### src/rtl/core/imu_pp_pkg.sv
// ----------------------------------------------------------------------------
// imu_pp_pkg
// shared types, constants and helpers of the imu data packet parser
// ----------------------------------------------------------------------------
`timescale 1ns / 1ps
`default_nettype none

package imu_pp_pkg;

  // framing bytes
  localparam logic [7:0] PREAMBLE_BYTE   = 8'hFA;
  localparam logic [7:0] BUS_ID_BYTE     = 8'hFF;
  localparam logic [7:0] EXT_LENGTH_MARK = 8'hFF;

  // data item kinds
  localparam int unsigned NUM_KINDS  = 7;
  localparam logic [2:0] KIND_COUNTER = 3'd0;
  localparam logic [2:0] KIND_FINE    = 3'd1;
  localparam logic [2:0] KIND_EULER   = 3'd2;
  localparam logic [2:0] KIND_ACCEL   = 3'd3;
  localparam logic [2:0] KIND_RATE    = 3'd4;
  localparam logic [2:0] KIND_LATLON  = 3'd5;
  localparam logic [2:0] KIND_VEL     = 3'd6;
  localparam logic [2:0] KIND_SKIP    = 3'd7;

  // configuration register indexes
  localparam logic [2:0] REG_MSG_ID    = 3'd0;
  localparam logic [2:0] REG_KIND_BASE = 3'd1;

  // default ids
  localparam logic [7:0]  RST_MSG_ID = 8'd54;
  localparam logic [15:0] RST_KIND_ID [NUM_KINDS] = '{
    16'd4128, 16'd4192, 16'd8240, 16'd16416, 16'd32800, 16'd20544, 16'd53264
  };

  // default depth of the queue between front and back
  localparam int unsigned QUEUE_DEPTH_DEFAULT = 2;

  typedef struct packed {
    logic [7:0]                 msg_id;
    logic [NUM_KINDS-1:0][15:0] kind_id;
  } imu_pp_cfg_t;

  // one data byte of a known item, tagged for word assembly
  typedef struct packed {
    logic [7:0] data;
    logic [2:0] kind;
    logic [1:0] elem;
    logic       first;
    logic       last;
  } imu_pp_entry_t;

  // fixed item size in bytes
  function automatic logic [7:0] item_size(input logic [2:0] kind);
    logic [7:0] size;
    case (kind)
      KIND_COUNTER: size = 8'd2;
      KIND_FINE:    size = 8'd4;
      KIND_EULER:   size = 8'd12;
      KIND_ACCEL:   size = 8'd12;
      KIND_RATE:    size = 8'd12;
      KIND_LATLON:  size = 8'd8;
      KIND_VEL:     size = 8'd12;
      default:      size = 8'd0;
    endcase
    return size;
  endfunction

endpackage

`default_nettype wire

### src/rtl/core/imu_pp_front.sv
// ----------------------------------------------------------------------------
// imu_pp_front
// header check and data item walk, one byte per cycle while the queue has room
// ----------------------------------------------------------------------------
`timescale 1ns / 1ps
`default_nettype none

module imu_pp_front
  import imu_pp_pkg::*;
(
  input  wire logic          clk_i,
  input  wire logic          rst_ni,
  input  wire imu_pp_cfg_t   cfg_i,
  input  wire logic          in_valid_i,
  input  wire logic [7:0]    rx_byte_i,
  input  wire logic          frame_start_i,
  input  wire logic          q_full_i,
  output logic               in_stall_o,
  output logic               push_o,
  output imu_pp_entry_t      entry_o
);

  localparam logic [2:0] PH_IDLE     = 3'd0;
  localparam logic [2:0] PH_BID      = 3'd1;
  localparam logic [2:0] PH_MID      = 3'd2;
  localparam logic [2:0] PH_LEN      = 3'd3;
  localparam logic [2:0] PH_ID_HI    = 3'd4;
  localparam logic [2:0] PH_ID_LO    = 3'd5;
  localparam logic [2:0] PH_ITEM_LEN = 3'd6;
  localparam logic [2:0] PH_DATA     = 3'd7;

  logic [2:0]  phase_q, phase_d;
  logic [7:0]  len_q, len_d;
  logic [7:0]  pos_q, pos_d;
  logic [15:0] item_id_q, item_id_d;
  logic [7:0]  left_q, left_d;
  logic [1:0]  wbc_q, wbc_d;
  logic [1:0]  elem_q, elem_d;
  logic [2:0]  kind_q, kind_d;

  logic       accept;
  logic [2:0] lookup;
  logic [7:0] left_dec;
  logic       word_done;
  logic [8:0] pos_inc;
  logic       in_payload;

  assign in_stall_o = q_full_i;
  assign accept     = in_valid_i && !q_full_i;

  // first matching register wins
  always_comb begin
    lookup = KIND_SKIP;
    for (int k = NUM_KINDS - 1; k >= 0; k--) begin
      if (cfg_i.kind_id[k] == item_id_q) lookup = 3'(k);
    end
  end

  assign left_dec  = left_q - 8'd1;
  assign word_done = (kind_q == KIND_COUNTER) ? (wbc_q == 2'd1) : (wbc_q == 2'd3);
  assign pos_inc   = {1'b0, pos_q} + 9'd1;
  assign in_payload = (phase_q inside {PH_ID_HI, PH_ID_LO, PH_ITEM_LEN, PH_DATA});

  always_comb begin
    phase_d   = phase_q;
    len_d     = len_q;
    pos_d     = pos_q;
    item_id_d = item_id_q;
    left_d    = left_q;
    wbc_d     = wbc_q;
    elem_d    = elem_q;
    kind_d    = kind_q;
    push_o    = 1'b0;
    entry_o.data  = rx_byte_i;
    entry_o.kind  = kind_q;
    entry_o.elem  = elem_q;
    entry_o.first = (wbc_q == 2'd0);
    entry_o.last  = word_done;

    if (accept) begin
      if (frame_start_i) begin
        phase_d = (rx_byte_i == PREAMBLE_BYTE) ? PH_BID : PH_IDLE;
      end else begin
        case (phase_q)
          PH_BID: begin
            phase_d = (rx_byte_i == BUS_ID_BYTE) ? PH_MID : PH_IDLE;
          end
          PH_MID: begin
            phase_d = (rx_byte_i == cfg_i.msg_id) ? PH_LEN : PH_IDLE;
          end
          PH_LEN: begin
            if (rx_byte_i == EXT_LENGTH_MARK) begin
              phase_d = PH_IDLE;
            end else begin
              len_d   = rx_byte_i;
              pos_d   = '0;
              phase_d = (rx_byte_i == 8'd0) ? PH_IDLE : PH_ID_HI;
            end
          end
          PH_ID_HI: begin
            item_id_d = {rx_byte_i, 8'h00};
            phase_d   = PH_ID_LO;
          end
          PH_ID_LO: begin
            item_id_d = {item_id_q[15:8], rx_byte_i};
            phase_d   = PH_ITEM_LEN;
          end
          PH_ITEM_LEN: begin
            kind_d = lookup;
            wbc_d  = '0;
            elem_d = '0;
            left_d = (lookup == KIND_SKIP) ? rx_byte_i : item_size(lookup);
            phase_d = (left_d == 8'd0) ? PH_ID_HI : PH_DATA;
          end
          PH_DATA: begin
            if (kind_q != KIND_SKIP) begin
              push_o = 1'b1;
              if (word_done) begin
                wbc_d  = '0;
                elem_d = elem_q + 2'd1;
              end else begin
                wbc_d = wbc_q + 2'd1;
              end
            end
            left_d = left_dec;
            if (left_dec == 8'd0) phase_d = PH_ID_HI;
          end
          default: begin
            phase_d = PH_IDLE;
          end
        endcase

        // message end after exactly len payload bytes
        if (in_payload) begin
          pos_d = pos_inc[7:0];
          if (pos_inc >= {1'b0, len_q}) phase_d = PH_IDLE;
        end
      end
    end
  end

  always_ff @(posedge clk_i or negedge rst_ni) begin
    if (!rst_ni) begin
      phase_q   <= PH_IDLE;
      len_q     <= '0;
      pos_q     <= '0;
      item_id_q <= '0;
      left_q    <= '0;
      wbc_q     <= '0;
      elem_q    <= '0;
      kind_q    <= '0;
    end else begin
      phase_q   <= phase_d;
      len_q     <= len_d;
      pos_q     <= pos_d;
      item_id_q <= item_id_d;
      left_q    <= left_d;
      wbc_q     <= wbc_d;
      elem_q    <= elem_d;
      kind_q    <= kind_d;
    end
  end

endmodule

`default_nettype wire

### src/rtl/core/imu_pp_queue.sv
// ----------------------------------------------------------------------------
// imu_pp_queue
// short flop queue between the front and the back
// ----------------------------------------------------------------------------
`timescale 1ns / 1ps
`default_nettype none

module imu_pp_queue
  import imu_pp_pkg::*;
#(
  parameter int unsigned Depth = QUEUE_DEPTH_DEFAULT
) (
  input  wire logic          clk_i,
  input  wire logic          rst_ni,
  input  wire logic          push_i,
  input  wire imu_pp_entry_t entry_i,
  input  wire logic          pop_i,
  output imu_pp_entry_t      entry_o,
  output logic               full_o,
  output logic               empty_o
);

  localparam int unsigned PtrW = (Depth > 1) ? $clog2(Depth) : 1;
  localparam int unsigned CntW = $clog2(Depth + 1);
  localparam logic [PtrW-1:0] PtrLast = PtrW'(Depth - 1);

  imu_pp_entry_t   mem_q [Depth];
  logic [PtrW-1:0] wr_ptr_q, wr_ptr_d;
  logic [PtrW-1:0] rd_ptr_q, rd_ptr_d;
  logic [CntW-1:0] cnt_q, cnt_d;
  logic            do_push, do_pop;

  assign full_o  = (cnt_q == CntW'(Depth));
  assign empty_o = (cnt_q == '0);
  assign do_push = push_i && !full_o;
  assign do_pop  = pop_i && !empty_o;
  assign entry_o = mem_q[rd_ptr_q];

  always_comb begin
    wr_ptr_d = wr_ptr_q;
    rd_ptr_d = rd_ptr_q;
    cnt_d    = cnt_q;
    if (do_push) wr_ptr_d = (wr_ptr_q == PtrLast) ? '0 : wr_ptr_q + PtrW'(1);
    if (do_pop)  rd_ptr_d = (rd_ptr_q == PtrLast) ? '0 : rd_ptr_q + PtrW'(1);
    if (do_push && !do_pop) cnt_d = cnt_q + CntW'(1);
    if (do_pop && !do_push) cnt_d = cnt_q - CntW'(1);
  end

  always_ff @(posedge clk_i or negedge rst_ni) begin
    if (!rst_ni) begin
      wr_ptr_q <= '0;
      rd_ptr_q <= '0;
      cnt_q    <= '0;
    end else begin
      wr_ptr_q <= wr_ptr_d;
      rd_ptr_q <= rd_ptr_d;
      cnt_q    <= cnt_d;
    end
  end

  always_ff @(posedge clk_i) begin
    if (do_push) mem_q[wr_ptr_q] <= entry_i;
  end

endmodule

`default_nettype wire

### src/rtl/core/imu_pp_back.sv
// ----------------------------------------------------------------------------
// imu_pp_back
// word assembly and output register
// ----------------------------------------------------------------------------
`timescale 1ns / 1ps
`default_nettype none

module imu_pp_back
  import imu_pp_pkg::*;
(
  input  wire logic          clk_i,
  input  wire logic          rst_ni,
  input  wire logic          q_empty_i,
  input  wire imu_pp_entry_t entry_i,
  output logic               pop_o,
  output logic               out_valid_o,
  input  wire logic          out_stall_i,
  output logic [2:0]         field_kind_o,
  output logic [1:0]         element_index_o,
  output logic [31:0]        raw_value_o
);

  logic [31:0] shift_q, shift_d;
  logic        valid_q, valid_d;
  logic [2:0]  kind_q;
  logic [1:0]  elem_q;
  logic [31:0] value_q;
  logic        out_free;
  logic        load;

  assign out_free = !valid_q || !out_stall_i;
  assign pop_o    = !q_empty_i && (!entry_i.last || out_free);
  assign load     = pop_o && entry_i.last;

  // a new word starts fresh, so a word cut off earlier leaves nothing behind
  assign shift_d = entry_i.first ? {24'h000000, entry_i.data}
                                 : {shift_q[23:0], entry_i.data};

  always_comb begin
    valid_d = valid_q;
    if (out_valid_o && !out_stall_i) valid_d = 1'b0;
    if (load) valid_d = 1'b1;
  end

  always_ff @(posedge clk_i or negedge rst_ni) begin
    if (!rst_ni) begin
      valid_q <= 1'b0;
    end else begin
      valid_q <= valid_d;
    end
  end

  always_ff @(posedge clk_i) begin
    if (pop_o) shift_q <= shift_d;
    if (load) begin
      kind_q  <= entry_i.kind;
      elem_q  <= entry_i.elem;
      value_q <= shift_d;
    end
  end

  assign out_valid_o     = valid_q;
  assign field_kind_o    = kind_q;
  assign element_index_o = elem_q;
  assign raw_value_o     = value_q;

endmodule

`default_nettype wire

### src/rtl/core/imu_data_packet_parser.sv
// ----------------------------------------------------------------------------
// imu_data_packet_parser
// streaming parser for one imu data message, words of each known item
// ----------------------------------------------------------------------------
// The block takes one message byte per cycle (frame_start_i marks the first
// byte) and emits the words of known data items, each tagged with its kind
// and its element index. Sustained rate is one byte per cycle: the front
// checks the header (preamble, bus id, message id, standard length) and walks
// the data items in a single small state update per byte; the back shifts
// bytes of known items into a 32-bit word and loads the output register when
// a word completes. A queue of QueueDepth entries sits between them, so the
// front keeps taking bytes while a finished word waits on out_stall_i; input
// stalls only when that queue is full. With no backpressure, the last
// byte of a word passes the queue and then the output register. Configuration
// writes are always ready and must land only while the block is idle.
`timescale 1ns / 1ps
`default_nettype none

module imu_data_packet_parser
  import imu_pp_pkg::*;
#(
  parameter int unsigned QueueDepth = QUEUE_DEPTH_DEFAULT
) (
  input  wire logic        clk_i,
  input  wire logic        rst_ni,
  // configuration writes
  input  wire logic        cfg_valid_i,
  output logic             cfg_ready_o,
  input  wire logic [2:0]  cfg_index_i,
  input  wire logic [15:0] cfg_data_i,
  // byte stream in
  input  wire logic        in_valid_i,
  output logic             in_stall_o,
  input  wire logic [7:0]  rx_byte_i,
  input  wire logic        frame_start_i,
  // words out
  output logic             out_valid_o,
  input  wire logic        out_stall_i,
  output logic [2:0]       field_kind_o,
  output logic [1:0]       element_index_o,
  output logic [31:0]      raw_value_o
);

  imu_pp_cfg_t   cfg_q;
  imu_pp_entry_t push_entry, head_entry;
  logic          push, pop, q_full, q_empty;

  assign cfg_ready_o = 1'b1;

  // register file: message id first, then the seven item ids in kind order
  always_ff @(posedge clk_i or negedge rst_ni) begin
    if (!rst_ni) begin
      cfg_q.msg_id <= RST_MSG_ID;
      for (int k = 0; k < NUM_KINDS; k++) cfg_q.kind_id[k] <= RST_KIND_ID[k];
    end else if (cfg_valid_i && cfg_ready_o) begin
      if (cfg_index_i == REG_MSG_ID) cfg_q.msg_id <= cfg_data_i[7:0];
      for (int k = 0; k < NUM_KINDS; k++) begin
        if (cfg_index_i == REG_KIND_BASE + 3'(k)) cfg_q.kind_id[k] <= cfg_data_i;
      end
    end
  end

  // front: header check, item walk, tags data bytes of known items
  imu_pp_front u_front (
    .clk_i         (clk_i),
    .rst_ni        (rst_ni),
    .cfg_i         (cfg_q),
    .in_valid_i    (in_valid_i),
    .rx_byte_i     (rx_byte_i),
    .frame_start_i (frame_start_i),
    .q_full_i      (q_full),
    .in_stall_o    (in_stall_o),
    .push_o        (push),
    .entry_o       (push_entry)
  );

  // decoupling queue
  imu_pp_queue #(
    .Depth (QueueDepth)
  ) u_queue (
    .clk_i   (clk_i),
    .rst_ni  (rst_ni),
    .push_i  (push),
    .entry_i (push_entry),
    .pop_i   (pop),
    .entry_o (head_entry),
    .full_o  (q_full),
    .empty_o (q_empty)
  );

  // back: word assembly and result register
  imu_pp_back u_back (
    .clk_i           (clk_i),
    .rst_ni          (rst_ni),
    .q_empty_i       (q_empty),
    .entry_i         (head_entry),
    .pop_o           (pop),
    .out_valid_o     (out_valid_o),
    .out_stall_i     (out_stall_i),
    .field_kind_o    (field_kind_o),
    .element_index_o (element_index_o),
    .raw_value_o     (raw_value_o)
  );

endmodule

`default_nettype wire

### config.mk
export PLATFORM = sky130hd
export DESIGN_NAME = imu_data_packet_parser
export DESIGN_NICKNAME = d
export VERILOG_FILES = /design/src/rtl/core/imu_pp_pkg.sv /design/src/rtl/core/imu_pp_front.sv /design/src/rtl/core/imu_pp_queue.sv /design/src/rtl/core/imu_pp_back.sv /design/src/rtl/core/imu_data_packet_parser.sv
export SDC_FILE = /design/constraint.sdc
export NUM_CORES = 1
export LEC_CHECK = 0
export BUFFER_PORTS_ARGS = -buffer_cell sky130_fd_sc_hd__buf_2
export CAP_MARGIN = 20
export CORE_UTILIZATION = 45
export DETAILED_ROUTE_END_ITERATION = 8
export PLACE_DENSITY = 0.61
export SLEW_MARGIN = 20
export SYNTH_ARGS = -nofsm -noshare
export SYNTH_HDL_FRONTEND = slang
export SYNTH_SLANG_ARGS = --single-unit
### constraint.sdc
create_clock -name clk_i -period 5.4 [get_ports clk_i]
set_input_delay 0.54 -clock clk_i [delete_from_list [all_inputs] [get_ports clk_i]]
set_output_delay 0.54 -clock clk_i [all_outputs]
set_load 0.01 [all_outputs]
# Word level (Yosys, flattened, before mapping)
# Memory sizes are Yosys's and may differ from the RTL's.
# Cells that the tools add are included.
[classes]
bitwise_logic = 3
muxes = 48
n_addsub = 8
n_reduce_logical = 48
magnitude_cmp = 1
n_eq_ne = 38
[ops]
columns = ["operator", "n"]
rows = [
  ["16-bit == test", 7],
  ["8-bit 2-to-1 mux", 7],
  ["3-bit == test, second input constant", 12],
  ["3-bit 2-to-1 mux", 12],
  ["32-bit 2-to-1 mux", 1],
  ["16-bit case mux with 2 select lines", 1],
  ["8-bit zero test", 3],
  ["3-bit case mux with 7 select lines", 1],
  ["3-bit by 2-bit == test with 1-bit output, second input constant", 6],
  ["2-bit 2-to-1 mux", 9],
  ["8-bit == test, second input constant", 2],
  ["4-bit case mux with 4 select lines", 1],
  ["8-bit case mux with 2 select lines", 1],
  ["2-bit AND reduction", 8],
  ["4-bit AND reduction", 4],
  ["1-bit 2-to-1 mux", 13],
  ["2-bit nonzero test", 5],
  ["8-bit by 1-bit adder with 9-bit output, second input constant", 1],
  ["3-bit by 1-bit == test with 1-bit output, second input constant", 3],
  ["9-bit by 8-bit >= comparator with 1-bit output", 1],
  ["3-bit zero test", 3],
  ["3-bit AND reduction", 3],
  ["8-bit == test", 1],
  ["1-bit logical AND", 8],
  ["17 further kinds", 33],
]
[totals]
word_cells = 172
mem_count = 1
mem_bits_rw = 30
ff_bits = 236
[mem_list]
columns = ["name", "words", "word_bits", "rd", "rd_clocked_by_memory_dff", "wr", "line", "source"]
rows = [
  ["u_queue.mem_q", 2, 15, 1, 0, 1, "imu_pp_queue.sv:27", "imu_pp_entry_t mem_q [Depth];"],
]

# Logic depth before layout (Yosys ltp)
[logic_depth]
ltp_word = 21
mapped_depth = 11

# Modules after synthesis
# From an unflattened synthesis, not the netlist that was laid out.
[unflattened]
hier_cells = 916
area_unflattened_um2 = 12562.0
[by_module_without_submodules]
columns = ["module", "seq_area_each_um2", "instances", "area_per_inst_um2", "cells_per_inst"]
rows = [
  ["imu_data_packet_parser", 3031.7, 1, 4780.8, 264],
  ["imu_pp_front", 1251.2, 1, 4355.4, 494],
  ["imu_pp_back", 1856.8, 1, 2094.5, 93],
  ["imu_pp_queue", 1001.0, 1, 1331.3, 65],
]

# Least setup slack after synthesis
# No wires, ideal clock.
[synth_timing]
path_type = "flip-flop to flip-flop"
startpoint = "register u_queue.rd_ptr_q"
endpoint = "register u_back.elem_q[0], in the netlist u_back.element_index_o[0] (enable)"
path_buffers = 1
period_less_slack_ns = 3.990
path_slack_ns = 1.410
stages_incl_launch_ff = 5
arrival_ns = 3.513
cell_sequence = "dfrtp_1 > clkbuf_1 > mux2i_1 > nor2_1 > nor3_1"
[synth_via]
elab_chain_cells = 5
[synth_lines]
columns = ["item", "line", "source"]
rows = [
  ["from (decl)", "imu_pp_queue.sv:29", "logic [PtrW-1:0] rd_ptr_q, rd_ptr_d;"],
  ["from (signal assigned)", "imu_pp_queue.sv:56", "rd_ptr_q <= rd_ptr_d;"],
  ["memory read 2 x 15 bit *", "-", ""],
  ["1-bit zero test", "imu_pp_back.sv:32", "assign pop_o = !q_empty_i && (!entry_i.last || out_free);"],
  ["1-bit logical OR", "imu_pp_back.sv:32", ""],
  ["1-bit logical AND", "imu_pp_back.sv:32", ""],
  ["1-bit logical AND *", "imu_pp_back.sv:33", "assign load = pop_o && entry_i.last;"],
  ["named net u_back.load", "imu_pp_back.sv:29", "logic load;"],
  ["to (signal assigned)", "imu_pp_back.sv:57", "elem_q <= entry_i.elem;"],
  ["to (decl)", "imu_pp_back.sv:26", "logic [1:0] elem_q;"],
]
# The timed path passes the listed nets; every way through them passes the cells marked *.
# A chain may end at the register's enable or synchronous reset.

# Worst setup path in the final report
[layout_timing]
startpoint = "register u_front.pos_q[0]"
endpoint = "register u_front.phase_q[0]"
[layout_via]
elab_chain_cells = 5
[layout_lines]
columns = ["item", "line", "source"]
rows = [
  ["from (decl)", "imu_pp_front.sv:34", "logic [7:0] pos_q, pos_d;"],
  ["from (signal assigned)", "imu_pp_front.sv:155", "pos_q <= pos_d;"],
  ["8-bit by 1-bit adder with 9-bit output", "imu_pp_front.sv:61", "assign pos_inc = {1'b0, pos_q} + 9'd1;"],
  ["9-bit by 8-bit >= comparator with 1-bit output", "imu_pp_front.sv:136", "if (pos_inc >= {1'b0, len_q}) phase_d = PH_IDLE;"],
  ["3-bit 2-to-1 mux", "imu_pp_front.sv:136", ""],
  ["3-bit 2-to-1 mux", "imu_pp_front.sv:134", "if (in_payload) begin"],
  ["3-bit 2-to-1 mux", "imu_pp_front.sv:81", "if (frame_start_i) begin"],
  ["to (signal assigned)", "imu_pp_front.sv:153", "phase_q <= phase_d;"],
  ["to (decl)", "imu_pp_front.sv:32", "logic [2:0] phase_q, phase_d;"],
]
# Every way passes these cells.

==> summary.md <==
| Metric | Value |
|---|---|
| CP top delay family | compound AO/OA/AOI/OAI gates |
| Drt drc | 7 |
| H-tree levels | 1 |
| RR Startpoint | u_front.pos_q[0]$_DFFE_PN0P_ |
| CTS tree | done |
| Starting Density | 46.1% |
| Seq pwr share | 49.1% |
| CP arrival | 3160 ps |
| EDFF count, synth | 91 |
| Synth unique cells | 66 |
| Clock sinks | 266 |
| Worst Tran Pin Value | 897 ps |
| Post-Syn Nets | 939 |
| FF-to-FF setup slack | 2710 ps |
| Failing checks | DRC |
| Status | finished with violations |
| Fillers | 2300 |
| Critical-path cell list | ha_1, and3_1, nand2_1, xnor2_1, ha_1, and3_1, a221o_1, a31oi_1, o21ai_0, o21bai_1, o21ai_1 |
| Net Sw Power | 0.00125 W |
| Nets | 1011 |
| Dominant cells by area after synthesis | dfrtp_1 (31%), edfxtp_1 (23%), mux2_2 (14%) |
| Mapped Cells | 893 |
| Synthesized area | 0.0121 sq mm |
| Multi-input logic area | 0.00467 sq mm |
| Yosys warning count | 0 |
| First-pass GRT wire length | 40.5 mm |
| Final setup fails | 0 |
| Min Hold Slack | 238 ps |
| Required @ worst endpoint | 5870 ps |
| Worst R2R Path Depth | 11 |
| Predominant post-synthesis flop cell | dfrtp_1 |
| Area leader, netlist | dfrtp_1 |
| GR Overflow Total | 0 |
| Detailed Routing Iterations Pass 1 | 9 |
| Critical path peak fanout | 6 |
| Min-delay src | out_stall_i |
| TNS Setup | 0 ps |
| PD cells | 382 mW/mm^2 |
| Synth top cells by count | dfrtp_1 (152), mux2_2 (150), edfxtp_1 (91) |
| Ys async rst share | 65.8% |
| Die X-Extent | 166 um |
| GRT Total Usage | 18.8% |
| Hold buffers post-CTS | 1 |
| CTS buffer count | 29 |
| Crit path launch | u_front.pos_q[0]$_DFFE_PN0P_ |
| Worst-Skew Late Latency | 540 ps |
| Sum of buffers and inverters on the critical path | 0 |
| Relative slew slack | 39.9% |
| Clk_skew | 9.78 ps |
| Core area | 0.0263 sq mm |
| Combinational power share | 12.7% |
| Fin crit share | 49.8% |
| Worst slack at placement | 2630 ps |
| Seq/Total Area, Yosys | 58.9% |
| Final HPWL DP | 16.9 mm |
| Most common cell in the netlist | dfrtp_1 |
| # diodes | 0 |
| Startpoint Class | flip-flop |
| Routability Congestion | 0.825 |
| Yosys top cell area share | 31.4% |
| Reg area | 0.00714 sq mm |
| CTS Root Cell | clkbuf_16 |
| Worst setup EP type | flip-flop |
| Area growth syn-to-layout | 13.3% |
| Power share of the clock group | 38.2% |
| Final Hold Vio Count | 0 |
| IO Count | 73 |
| Worst hold stages | 3 |
| Die Y-Extent | 166 um |
| Mean area per synthesized cell | 13.6 sq um |
| Sw frac | 23.7% |
| Layout cells sized above 1 | 32.5% |
| Finished Core Util | 52.3% |
| Slack of the critical path | 2710 ps |
| Largest net degree at the start of global routing | 67 |
| MaxCap Viol Count | 0 |
| Worst VDD drop | 0.000252 V |
| Vias in the first global route | 7230 |
| CP peak stage delay | 430 ps |
| Worst reg2reg path endpoint | u_front.phase_q[0]$_DFFE_PN0P_ |
| Clock slew at reported path FFs | 60 ps |
| Initial drt markers | 461 |
| Post-DR vias/cell | 5.29 |
| Wire per inst | 18.8 um |
| Final WL | 24.9 mm |
| P_int | 0.00401 W |
| Cts repair resizes | 0 |
| Post-route ant nets | 0 |
| Critical Path Slowest Stage Cell | dfrtp_1 |
| Pleak | 5.65 nW |
| RSZ-0062 raised after global routing | no |
| Max clock buf depth | 3 |
| Post-CTS setup buffer count | 0 |
| Seq cells post-synth | 266 |
| Total die area | 0.0276 sq mm |
| Final Max Tran Viols | 0 |
| Fin crit period | 2690 ps |
| Max Freq | 0.372 GHz |
| Crit Path Category | reg -> reg |
| DR vias | 7001 |
| Min-delay worst type | in -> reg |
| Row count | 59 |
| Min-Delay Endpoint | u_back.out_valid_o$_DFFE_PN0P_ |
| I/O Buffers | 71 |
| Initial antenna violation count | 0 |
[flip-flops by register name, indices dropped and copies added (netlist names), 3 cells and up]
register,count
u_front.len_q,8
cfg_q,120
u_front.kind_q,3
u_back.raw_value_o,32
u_queue.mem_q,30
u_front.pos_q,8
u_front.item_id_q,16
u_front.left_q,8
u_front.phase_q,3
u_back.shift_q,24
u_back.field_kind_o,3
[kinds of logic after synthesis]
group	count (synthesis)	synth area share, %
simple gates	190	8.95
compound gates	81	4.46
buf+inv	58	2.70
other cells	1	0.0309
xor+xnor	131	9.46
mux	153	14.2
flops	266	58.9
fa+ha+maj	13	1.34
[worst register-to-register path, stage by stage (launching register included)]
cell	delay [ps]
dfrtp_1	430
ha_1	250
and3_1	260
nand2_1	110
xnor2_1	150
ha_1	310
and3_1	170
a221o_1	290
a31oi_1	170
o21ai_0	170
o21bai_1	190
o21ai_1	120
[layer usage]
metal / vias up / track usage [%] / wire [um]
li1: 3347 / - / -
met1: 3491 / 25.9 / 11700
met2: 130 / 31.2 / 11800
met3: 33 / 2.67 / 915
met4: 0 / 4.67 / 482
met5: - / 0 / 0
[final cells by class]
cell class | instances | share of cell area, %
repair buffers | 85 | 3.47
multi-input cells | 569 | 34.0
flip-flops and latches | 266 | 52.0
clock inverters | 17 | 1.34
well taps | 335 | 3.05
clock buffers | 37 | 5.79
inverters | 14 | 0.382
[worst max-delay path by stage]
stage | endpoint | cells past startpoint | slack, ps
2_1_floorplan | u_back.element_index_o[0]$_DFFE_PP_ | 4 | 1410
3_3_place_gp | u_queue.mem_q[1][10]$_DFFE_PP_ | 4 | 2410
3_5_place_dp | u_queue.mem_q[1][9]$_DFFE_PP_ | 4 | 2630
4_1_cts | u_front.phase_q[0]$_DFFE_PN0P_ | 11 | 2680
5_1_grt | u_front.phase_q[0]$_DFFE_PN0P_ | 11 | 2440
6_report | u_front.phase_q[0]$_DFFE_PN0P_ | 11 | 2710
[power by group through the flow]
stage / registers (W) / logic, W / clock network, W
4_1_cts: 0.00258 / 0.000681 / 0.00206
3_5_place_dp: 0.00262 / 0.000678 / 0
3_3_place_gp: 0.00261 / 0.000670 / 0
5_1_grt: 0.00262 / 0.000739 / 0.00214
2_1_floorplan: 0.00259 / 0.000497 / 0
6_report: 0.00258 / 0.000666 / 0.00201
[cells in the final DEF, fill, tap and decap left out, drive strengths merged, types with 13 or more instances in the layout]
cell type / instances
dfrtp: 152
mux2: 150
edfxtp: 91
buf: 84
xnor2: 78
xor2: 53
nand2: 44
clkbuf: 37
o21ai: 36
and2: 26
nor2: 26
nand4: 23
dfstp: 23
nor4: 17
inv: 14
ha: 13
[through the flow]
stage               instances  total power [W]  instance area, sq um
global route             1323          0.00550                 13700
floorplan                 893          0.00308                 12100
detailed placement       1267          0.00330                 12700
global placement         1266          0.00328                 12700
CTS                      1322          0.00532                 13700
finish                   1323          0.00526                 13700
Note: power is estimated with default switching activity, not from simulation.
